## config.mk

```make
export PLATFORM = sky130hd
export DESIGN_NAME = ambient_light_lux_calculation
export DESIGN_NICKNAME = d
export VERILOG_FILES = /design/src/hdl/alc_pkg.sv /design/src/hdl/alc_divider.sv /design/src/hdl/ambient_light_lux_calculation.sv
export SDC_FILE = /design/constraint.sdc
export NUM_CORES = 2
export LEC_CHECK = 0
export ABC_AREA = 1
export ABC_CLOCK_PERIOD_IN_PS = 8600
export BUFFER_PORTS_ARGS = -buffer_cell sky130_fd_sc_hd__clkbuf_2
export CAP_MARGIN = 0
export CORE_MARGIN = 2
export CORE_UTILIZATION = 25
export CTS_BUF_LIST = sky130_fd_sc_hd__clkbuf_16
export DETAILED_ROUTE_END_ITERATION = 16
export PLACE_DENSITY = 0.35
export SKIP_CTS_REPAIR_TIMING = 1
export SYNTH_ARGS = -nofsm -noshare
export SYNTH_HDL_FRONTEND = slang
export SYNTH_SLANG_ARGS = --single-unit
```

## constraint.sdc

```tcl
create_clock -name clk -period 8.6 [get_ports clk]
set_input_delay 1.29 -clock clk [delete_from_list [all_inputs] [get_ports clk]]
set_output_delay 1.29 -clock clk [all_outputs]
set_load 0.05 [all_outputs]
```

## src/hdl/alc_pkg.sv

```systemverilog
// Package for the ambient light lux calculation block.
// Holds item types, field widths, coefficient tables and register indexes.
// No dependencies; every other file imports it.
package alc_pkg;

  localparam int unsigned VIS_W      = 16;
  localparam int unsigned LUX_W      = 31;
  localparam int unsigned REGION_W   = 3;
  localparam int unsigned GAIN_W     = 2;
  localparam int unsigned ICYC_W     = 8;
  localparam int unsigned CFG_IDX_W  = 2;
  localparam int unsigned CFG_DATA_W = 8;

  localparam int unsigned LUX_FRAC_BITS_DEF = 8;

  localparam logic [CFG_IDX_W-1:0] CFG_GAIN_CODE         = 2'd0;
  localparam logic [CFG_IDX_W-1:0] CFG_INTEGRATION_CYCLE = 2'd1;

  localparam logic [GAIN_W-1:0] GAIN_RESET = 2'd0;
  localparam logic [ICYC_W-1:0] ICYC_RESET = 8'd245;

  localparam logic [REGION_W-1:0] REGION_VIS_ZERO = 3'd4;
  localparam logic [REGION_W-1:0] REGION_RANGE    = 3'd5;

  localparam int unsigned MUL_W   = 28;
  localparam int unsigned DIFF_W  = 27;
  localparam int unsigned PROD_W  = 37;
  localparam int unsigned QUOT_W  = LUX_W;
  localparam int unsigned DIV_W   = 13;
  localparam int unsigned REM_W   = DIV_W;

  localparam int unsigned LUX_SCALE_NUM = 1026;
  localparam int unsigned COEF_SHIFT    = 10;
  localparam int unsigned DIV_TEN       = 10;

  localparam int unsigned ITIME_X_W         = 19;
  localparam int unsigned ITIME_PROD_W      = 39;
  localparam int unsigned ITIME_W           = 10;
  localparam int unsigned ITIME_NUM         = 1687;
  localparam int unsigned ITIME_RECIP       = 858994;
  localparam int unsigned ITIME_RECIP_SHIFT = 29;
  localparam int unsigned ICYC_SPAN         = 256;

  localparam int unsigned PIPE_LATENCY = QUOT_W + 6;

  localparam logic [LUX_W-1:0] LUX_MAX = {LUX_W{1'b1}};

  typedef struct packed {
    logic [VIS_W-1:0] visible_count;
    logic [VIS_W-1:0] infrared_count;
  } in_item_t;

  typedef struct packed {
    logic [LUX_W-1:0]    lux_value;
    logic [REGION_W-1:0] region;
  } out_item_t;

  typedef struct packed {
    logic [REM_W-1:0]    rem;
    logic [QUOT_W-1:0]   work;
    logic [REGION_W-1:0] region;
    logic                force_zero;
    logic                sat;
  } div_item_t;

  function automatic logic [10:0] vis_coef(input logic [1:0] band);
    logic [10:0] c;
    unique case (band)
      2'd0: c = 11'd1321;
      2'd1: c = 11'd814;
      2'd2: c = 11'd522;
      default: c = 11'd283;
    endcase
    return c;
  endfunction

  function automatic logic [11:0] ir_coef(input logic [1:0] band);
    logic [11:0] c;
    unique case (band)
      2'd0: c = 12'd2799;
      2'd1: c = 12'd880;
      2'd2: c = 12'd353;
      default: c = 12'd133;
    endcase
    return c;
  endfunction

  function automatic logic [7:0] band_limit_x100(input logic [1:0] band);
    logic [7:0] c;
    unique case (band)
      2'd0: c = 8'd26;
      2'd1: c = 8'd55;
      2'd2: c = 8'd109;
      default: c = 8'd213;
    endcase
    return c;
  endfunction

  function automatic logic [2:0] gain_shift(input logic [GAIN_W-1:0] code);
    logic [2:0] s;
    unique case (code)
      2'd0: s = 3'd0;
      2'd1: s = 3'd1;
      2'd2: s = 3'd6;
      default: s = 3'd7;
    endcase
    return s;
  endfunction

endpackage

```

## src/hdl/alc_divider.sv

```systemverilog
// Pipelined restoring divider for the lux block: one quotient bit per stage.
// Divides the scaled weighted difference by ten times the integration time.
// Depends on alc_pkg for the item type and widths.
module alc_divider
  import alc_pkg::*;
(
  input  logic             clk,
  input  logic             rst_n,
  input  logic             in_valid,
  input  div_item_t        in_stage,
  input  logic [DIV_W-1:0] divisor,
  output logic             out_valid,
  output div_item_t        out_stage
);

  logic      [QUOT_W:0] valid_r;
  logic      [QUOT_W:0] valid_nxt;
  div_item_t            stage_r   [QUOT_W:0];
  div_item_t            stage_nxt [QUOT_W:0];

  always_comb begin
    logic [REM_W:0] trial;
    logic           ge;
    valid_nxt    = {valid_r[QUOT_W-1:0], in_valid};
    stage_nxt[0] = in_stage;
    for (int i = 1; i <= QUOT_W; i++) begin
      trial = {stage_r[i-1].rem, stage_r[i-1].work[QUOT_W-1]};
      ge    = (trial >= {1'b0, divisor});
      stage_nxt[i]      = stage_r[i-1];
      stage_nxt[i].rem  = ge ? REM_W'(trial - {1'b0, divisor}) : trial[REM_W-1:0];
      stage_nxt[i].work = {stage_r[i-1].work[QUOT_W-2:0], ge};
    end
  end

  always_ff @(posedge clk) begin
    if (!rst_n) begin
      valid_r <= '0;
    end else begin
      valid_r <= valid_nxt;
    end
  end

  always_ff @(posedge clk) begin
    for (int i = 0; i <= QUOT_W; i++) begin
      stage_r[i] <= stage_nxt[i];
    end
  end

  assign out_valid = valid_r[QUOT_W];
  assign out_stage = stage_r[QUOT_W];

endmodule

```

## src/hdl/ambient_light_lux_calculation.sv

```systemverilog
// Ambient light lux calculation: one item is taken every cycle while busy is low, and each
// item gives one out_strobe result; the depth is set by the 31 quotient stages of the long divider
// plus band, multiply, difference, scale, divider input and output stages.
// Reset is synchronous: pipeline valid bits clear, gain_code returns to 0 and
// integration_cycle to 245, busy is high during reset and for one cycle after it.
// A configuration write may be followed by an item in the next cycle.
module ambient_light_lux_calculation
  import alc_pkg::*;
#(
  parameter int unsigned LUX_FRAC_BITS = LUX_FRAC_BITS_DEF
) (
  input  logic                  clk,
  input  logic                  rst_n,
  input  logic                  start,
  output logic                  busy,
  input  in_item_t              in_item,
  output logic                  out_strobe,
  output out_item_t             out_item,
  input  logic                  cfg_valid,
  output logic                  cfg_ready,
  input  logic [CFG_IDX_W-1:0]  cfg_index,
  input  logic [CFG_DATA_W-1:0] cfg_data
);

  localparam int unsigned SW = PROD_W + LUX_FRAC_BITS;
  localparam int unsigned NW = SW - COEF_SHIFT;
  localparam int unsigned NX = (NW > QUOT_W + 1) ? NW : QUOT_W + 1;
  localparam int unsigned HW = NX - QUOT_W;
  localparam int unsigned CW = (HW > DIV_W) ? HW : DIV_W;

  typedef struct packed {
    logic [VIS_W-1:0]    vis;
    logic [VIS_W-1:0]    ir;
    logic [1:0]          band;
    logic [REGION_W-1:0] region;
    logic                kill;
  } s1_t;

  typedef struct packed {
    logic [MUL_W-1:0]    pos;
    logic [MUL_W-1:0]    neg;
    logic [REGION_W-1:0] region;
    logic                kill;
  } s2_t;

  typedef struct packed {
    logic [DIFF_W-1:0]   diff;
    logic [REGION_W-1:0] region;
    logic                zero;
  } s3_t;

  typedef struct packed {
    logic [PROD_W-1:0]   prod;
    logic [REGION_W-1:0] region;
    logic                zero;
  } s4_t;

  logic                    busy_r;
  logic [GAIN_W-1:0]       gain_r;
  logic [ICYC_W-1:0]       icyc_r;
  logic [ITIME_X_W-1:0]    itx_r;
  logic [ITIME_X_W-1:0]    itx_nxt;
  logic [ITIME_W-1:0]      itime_r;
  logic [ITIME_W-1:0]      itime_nxt;
  logic [DIV_W-1:0]        divisor_r;
  logic [DIV_W-1:0]        divisor_nxt;
  logic [ITIME_PROD_W-1:0] itime_prod;

  logic      in_fire;
  logic      v1_r, v2_r, v3_r, v4_r;
  s1_t       s1_r, s1_nxt;
  s2_t       s2_r, s2_nxt;
  s3_t       s3_r, s3_nxt;
  s4_t       s4_r, s4_nxt;
  div_item_t div_in;
  logic      div_valid;
  div_item_t div_out;

  logic [SW-1:0]    scaled;
  logic [SW-1:0]    shifted;
  logic [4:0]       shift_amt;
  logic [NX-1:0]    nval;
  logic [HW-1:0]    nhi;
  logic             ovf;

  logic      out_strobe_r;
  out_item_t out_item_r, out_item_nxt;

  assign in_fire   = start && !busy_r;
  assign busy      = busy_r;
  assign cfg_ready = 1'b1;

  always_ff @(posedge clk) begin
    if (!rst_n) begin
      busy_r <= 1'b1;
    end else begin
      busy_r <= 1'b0;
    end
  end

  always_ff @(posedge clk) begin
    if (!rst_n) begin
      gain_r <= GAIN_RESET;
      icyc_r <= ICYC_RESET;
    end else if (cfg_valid && cfg_ready) begin
      unique case (cfg_index)
        CFG_GAIN_CODE:         gain_r <= cfg_data[GAIN_W-1:0];
        CFG_INTEGRATION_CYCLE: icyc_r <= cfg_data[ICYC_W-1:0];
        default: ;
      endcase
    end
  end

  // Integration time is floor(1687 * cycles / 625), done by reciprocal multiply.
  always_comb begin
    itx_nxt     = ITIME_X_W'(20'(ITIME_NUM) * (20'(ICYC_SPAN) - 20'(icyc_r)));
    itime_prod  = ITIME_PROD_W'(itx_r) * ITIME_PROD_W'(ITIME_RECIP);
    itime_nxt   = ITIME_W'(itime_prod >> ITIME_RECIP_SHIFT);
    divisor_nxt = DIV_W'(itime_r) * DIV_W'(DIV_TEN);
  end

  always_ff @(posedge clk) begin
    itx_r     <= itx_nxt;
    itime_r   <= itime_nxt;
    divisor_r <= divisor_nxt;
  end

  always_comb begin
    logic [3:0]  lt;
    logic [1:0]  band;
    logic        found;
    logic [23:0] ir100;
    band  = 2'd0;
    found = 1'b0;
    ir100 = 24'(in_item.infrared_count) * 24'd100;
    for (int b = 3; b >= 0; b--) begin
      lt[b] = ir100 < (24'(in_item.visible_count) * 24'(band_limit_x100(2'(b))));
      if (lt[b]) begin
        band  = 2'(b);
        found = 1'b1;
      end
    end
    s1_nxt.vis  = in_item.visible_count;
    s1_nxt.ir   = in_item.infrared_count;
    s1_nxt.band = band;
    if (in_item.visible_count == '0) begin
      s1_nxt.region = REGION_VIS_ZERO;
      s1_nxt.kill   = 1'b1;
    end else if (!found) begin
      s1_nxt.region = REGION_RANGE;
      s1_nxt.kill   = 1'b1;
    end else begin
      s1_nxt.region = {1'b0, band};
      s1_nxt.kill   = 1'b0;
    end
  end

  always_comb begin
    s2_nxt.pos    = MUL_W'(s1_r.vis) * MUL_W'(vis_coef(s1_r.band));
    s2_nxt.neg    = MUL_W'(s1_r.ir) * MUL_W'(ir_coef(s1_r.band));
    s2_nxt.region = s1_r.region;
    s2_nxt.kill   = s1_r.kill;

    s3_nxt.diff   = DIFF_W'(s2_r.pos - s2_r.neg);
    s3_nxt.region = s2_r.region;
    s3_nxt.zero   = s2_r.kill || (s2_r.pos <= s2_r.neg);

    s4_nxt.prod   = PROD_W'(s3_r.diff) * PROD_W'(LUX_SCALE_NUM);
    s4_nxt.region = s3_r.region;
    s4_nxt.zero   = s3_r.zero;
  end

  // The power-of-two part of the divisor (coefficient scale and gain) is a shift.
  always_comb begin
    scaled    = SW'(s4_r.prod) << LUX_FRAC_BITS;
    shift_amt = 5'(COEF_SHIFT) + 5'(gain_shift(gain_r));
    shifted   = scaled >> shift_amt;
    nval      = NX'(shifted[NW-1:0]);
    nhi       = nval[NX-1:QUOT_W];
    ovf       = CW'(nhi) >= CW'(divisor_r);

    div_in.rem        = REM_W'(nhi);
    div_in.work       = nval[QUOT_W-1:0];
    div_in.region     = s4_r.region;
    div_in.force_zero = s4_r.zero;
    div_in.sat        = ovf && !s4_r.zero;
  end

  always_ff @(posedge clk) begin
    if (!rst_n) begin
      v1_r <= 1'b0;
      v2_r <= 1'b0;
      v3_r <= 1'b0;
      v4_r <= 1'b0;
    end else begin
      v1_r <= in_fire;
      v2_r <= v1_r;
      v3_r <= v2_r;
      v4_r <= v3_r;
    end
  end

  always_ff @(posedge clk) begin
    s1_r <= s1_nxt;
    s2_r <= s2_nxt;
    s3_r <= s3_nxt;
    s4_r <= s4_nxt;
  end

  alc_divider u_divider (
    .clk       (clk),
    .rst_n     (rst_n),
    .in_valid  (v4_r),
    .in_stage  (div_in),
    .divisor   (divisor_r),
    .out_valid (div_valid),
    .out_stage (div_out)
  );

  always_comb begin
    out_item_nxt.region = div_out.region;
    if (div_out.force_zero) begin
      out_item_nxt.lux_value = '0;
    end else if (div_out.sat) begin
      out_item_nxt.lux_value = LUX_MAX;
    end else begin
      out_item_nxt.lux_value = div_out.work;
    end
  end

  always_ff @(posedge clk) begin
    if (!rst_n) begin
      out_strobe_r <= 1'b0;
    end else begin
      out_strobe_r <= div_valid;
    end
  end

  always_ff @(posedge clk) begin
    out_item_r <= out_item_nxt;
  end

  assign out_strobe = out_strobe_r;
  assign out_item   = out_item_r;

  a_accept_to_result : assert property (@(posedge clk) disable iff (!rst_n)
    in_fire |-> ##PIPE_LATENCY out_strobe)
    else $error("accepted item did not produce a result on time");

  a_result_has_item : assert property (@(posedge clk) disable iff (!rst_n)
    out_strobe |-> $past(in_fire, PIPE_LATENCY))
    else $error("result without a matching accepted item");

  a_special_is_zero : assert property (@(posedge clk) disable iff (!rst_n)
    out_strobe && (out_item.region == REGION_VIS_ZERO || out_item.region == REGION_RANGE)
    |-> out_item.lux_value == '0)
    else $error("special region with nonzero lux");

endmodule
```

==> impl_metrics.csv <==
group,metric,value,unit
status,outcome,"complete, no violations",
critical_path,ff2ff_path_depth,23,
layout,drive_gt1_frac,0.0678,
place,dpl.hpwl,186000,µm
layout,fin_area,105000,µm²
yosys,seq_area_frac_synth,0.400,
timing,tightest_slew,1.02,ns
critical_path,arrival,7.23,ns
timing,setup_viol,0,
cts,insertion_delay,0.91,ns
die,core,366000,µm²
place,numPortBuffers,81,
critical_path,slowest_stage,"fa_1",
drt,drc,0,
place,dp.cells,14600,
cts,htreeDepth,4,
drt,drt_first_pass_iters,5,
critical_path,endpoint_kind,"register",
critical_path,crit_top_cell,"nand2_1",
yosys,yosysTopAreaCell,"dfxtp_1",
drt,initialDrtViolationCount,2709,
critical_path,slowest_delay,0.60,ns
drt,routed_wl,241000,µm
global_route,track_usage,0.130,
cts,clk_path_buf_depth,4,
cts,clkSinkCount,1834,
die,dieWidth,610,µm
global_route,grt_max_degree,49,
yosys,syn_inst,9743,
critical_path,path_class,"input port to register",
yosys,synth.most_common_cell,"dfxtp_1",
die,die_h,610,µm
layout,nNetsFinal,11700,
layout,fillers,38700,
die,io_pins,83,
layout,fin_cells,15000,
yosys,avgSynthCellArea,9.42,µm²
critical_path,critPathLaunchType,"input port",
place,dpl-instance-area,98000,µm²
timing,rsz0062_at_grt,"no",
timing,final_hold_viol_count,0,
yosys,ys.flop_type,"dfxtp_1",
yosys,synth.yosys.warnings,0,
yosys,async_reset_ff_frac,0,
drt,drt-vias-per-instance,4.19,
flow_run,maxCapViolCount,0,
drt,drtAntennaViolNets,0,
min_path,min_path_cells,0,
yosys,synth_edf_count,0,
min_path,hp-class,"register to register",
die,initial_core_util,0.251,
drt,wl_per_cell,16.1,µm
yosys,synth_nets,11400,
yosys,synth_common_cells,"1834 x dfxtp_1, 1457 x inv_1, 1211 x nand2_1",
drt,vias,62700,
cts,cts_root_buffer,"clkbuf_16",
yosys,ys_seq_elements,1834,
timing,max_freq,0.156,GHz
die,dieArea,372000,µm²
yosys,synth_top_area_share,0.400,
timing,maxSlewViolCount,0,
yosys,synth_area_leaders,"dfxtp_1 40%, ha_1 15%, fa_1 11%, inv_1 6.0%, nand2_1 5.0%",
global_route,grt_pass1_vias,66100,
global_route,grt.overflow.total,0,
yosys,synth.distinct_cells,59,
place,place_congestion,0.838,
yosys,syn_area,91700,µm²
global_route,grt_pass1_wl,379000,µm
critical_path,required,9.40,ns
cts,cts_made_buffers,214,
cts,cts_tree,"built",
timing,holdWs,0.266,ns
timing,period_minus_slack,6.43,ns
timing,slew_headroom,0.316,
timing,finClkSkew,0.0817,ns
timing,finalCritPeriodShare,0.748,
cts,clk_pin_slew,0.06,ns
layout,area_delta_synth_final,14.7,%
global_route,antenna_found_initial,8,
critical_path,crit_fanout,10,
timing,tns,0,ns
die,num_rows,222,
## cell usage in the layout (no fill, tap or decap), drive strengths merged, types with 46 or more instances in the layout
master and count:
or2 46, nand3 278, clkbuf 296, xnor2 232
inv 1504, nand2 1219, ha 1126, o21ai 418
a21o 65, nand4 68, dfxtp 1834, nor2 885
fa 523, nor3 106, xor2 280, clkinv 106
a21oi 835
## state kept, by name (all words and copies together), names as in the netlist
| name | flops |
|---|---|
| busy | 1 |
| div_in | 4 |
| divisor_r | 12 |
| gain_r | 2 |
| icyc_r | 8 |
| itime_r | 10 |
| itx_r | 19 |
| out_item | 34 |
| out_strobe | 1 |
| s1_r | 37 |
| s2_r | 58 |
| s3_r | 31 |
| s4_r | 35 |
| u_divider.stage_r | 1546 |
| u_divider.valid_r | 32 |
| v1_r | 1 |
| v2_r | 1 |
| v3_r | 1 |
| v4_r | 1 |
## logic make-up (layout without fill, tap and decap cells)
group | after synthesis | count (layout) | synth area share
compound gates | 1514 | 1514 | 0.0954
xor+xnor | 512 | 512 | 0.0489
mux | 23 | 23 | 0.00251
buf+inv | 1581 | 1990 | 0.0660
fa+ha+maj | 1649 | 1649 | 0.268
simple gates | 2629 | 2629 | 0.119
other cells | 1 | 8 | 0.0000409
flops | 1834 | 1834 | 0.400
## per-layer routing
metal	GRT usage	vias up	part of all wire
li1	-	32100	-
met1	0.170	29500	0.47
met2	0.220	794	0.46
met3	0.0182	337	0.034
met4	0.0395	2	0.031
met5	0	-	0.000083
## layout make-up
class                   count  area [µm²]  share of cell area
multi-input cells        6328       49000               0.465
flip-flops and latches   1834       36700               0.349
well taps                4816        6030              0.0573
inverters                1474        5550              0.0528
clock buffers             215        5380              0.0511
clock inverters           182        1890              0.0179
repair buffers            119         691             0.00656
diodes                      7        17.5            0.000166
## worst paths after layout
path	start	endpoint	slack (ns)
setup / recovery	in_item[20]	s1_r[1]	2.17
hold / removal	u_divider.stage_r[3][8]	u_divider.stage_r[3][58]	0.27
setup reg to reg	s1_r[5]	s2_r[24]	2.44
hold reg to reg	u_divider.stage_r[3][8]	u_divider.stage_r[3][58]	0.27
## per-stage QoR
stage           util  setup slack, ns
2_1_floorplan      -             2.66
3_3_place_gp   0.268             1.24
3_5_place_dp   0.268             1.37
4_1_cts        0.288             2.34
5_1_grt        0.288             1.87
6_report       0.288             2.17
## worst max-delay path, delay by kind of cell
kind | cells | cell delay (ns)
xor gates and xnor gates | 2 | 0.31
adders and majority gates | 5 | 2.20
AOI/OAI and AO/OA | 6 | 1.10
and+or+nand+nor | 13 | 1.54
buffers and inverters | 5 | 0.76
Power is not shown: default switching activity piles up to over one toggle a cycle in this logic, so the estimate is an artifact.
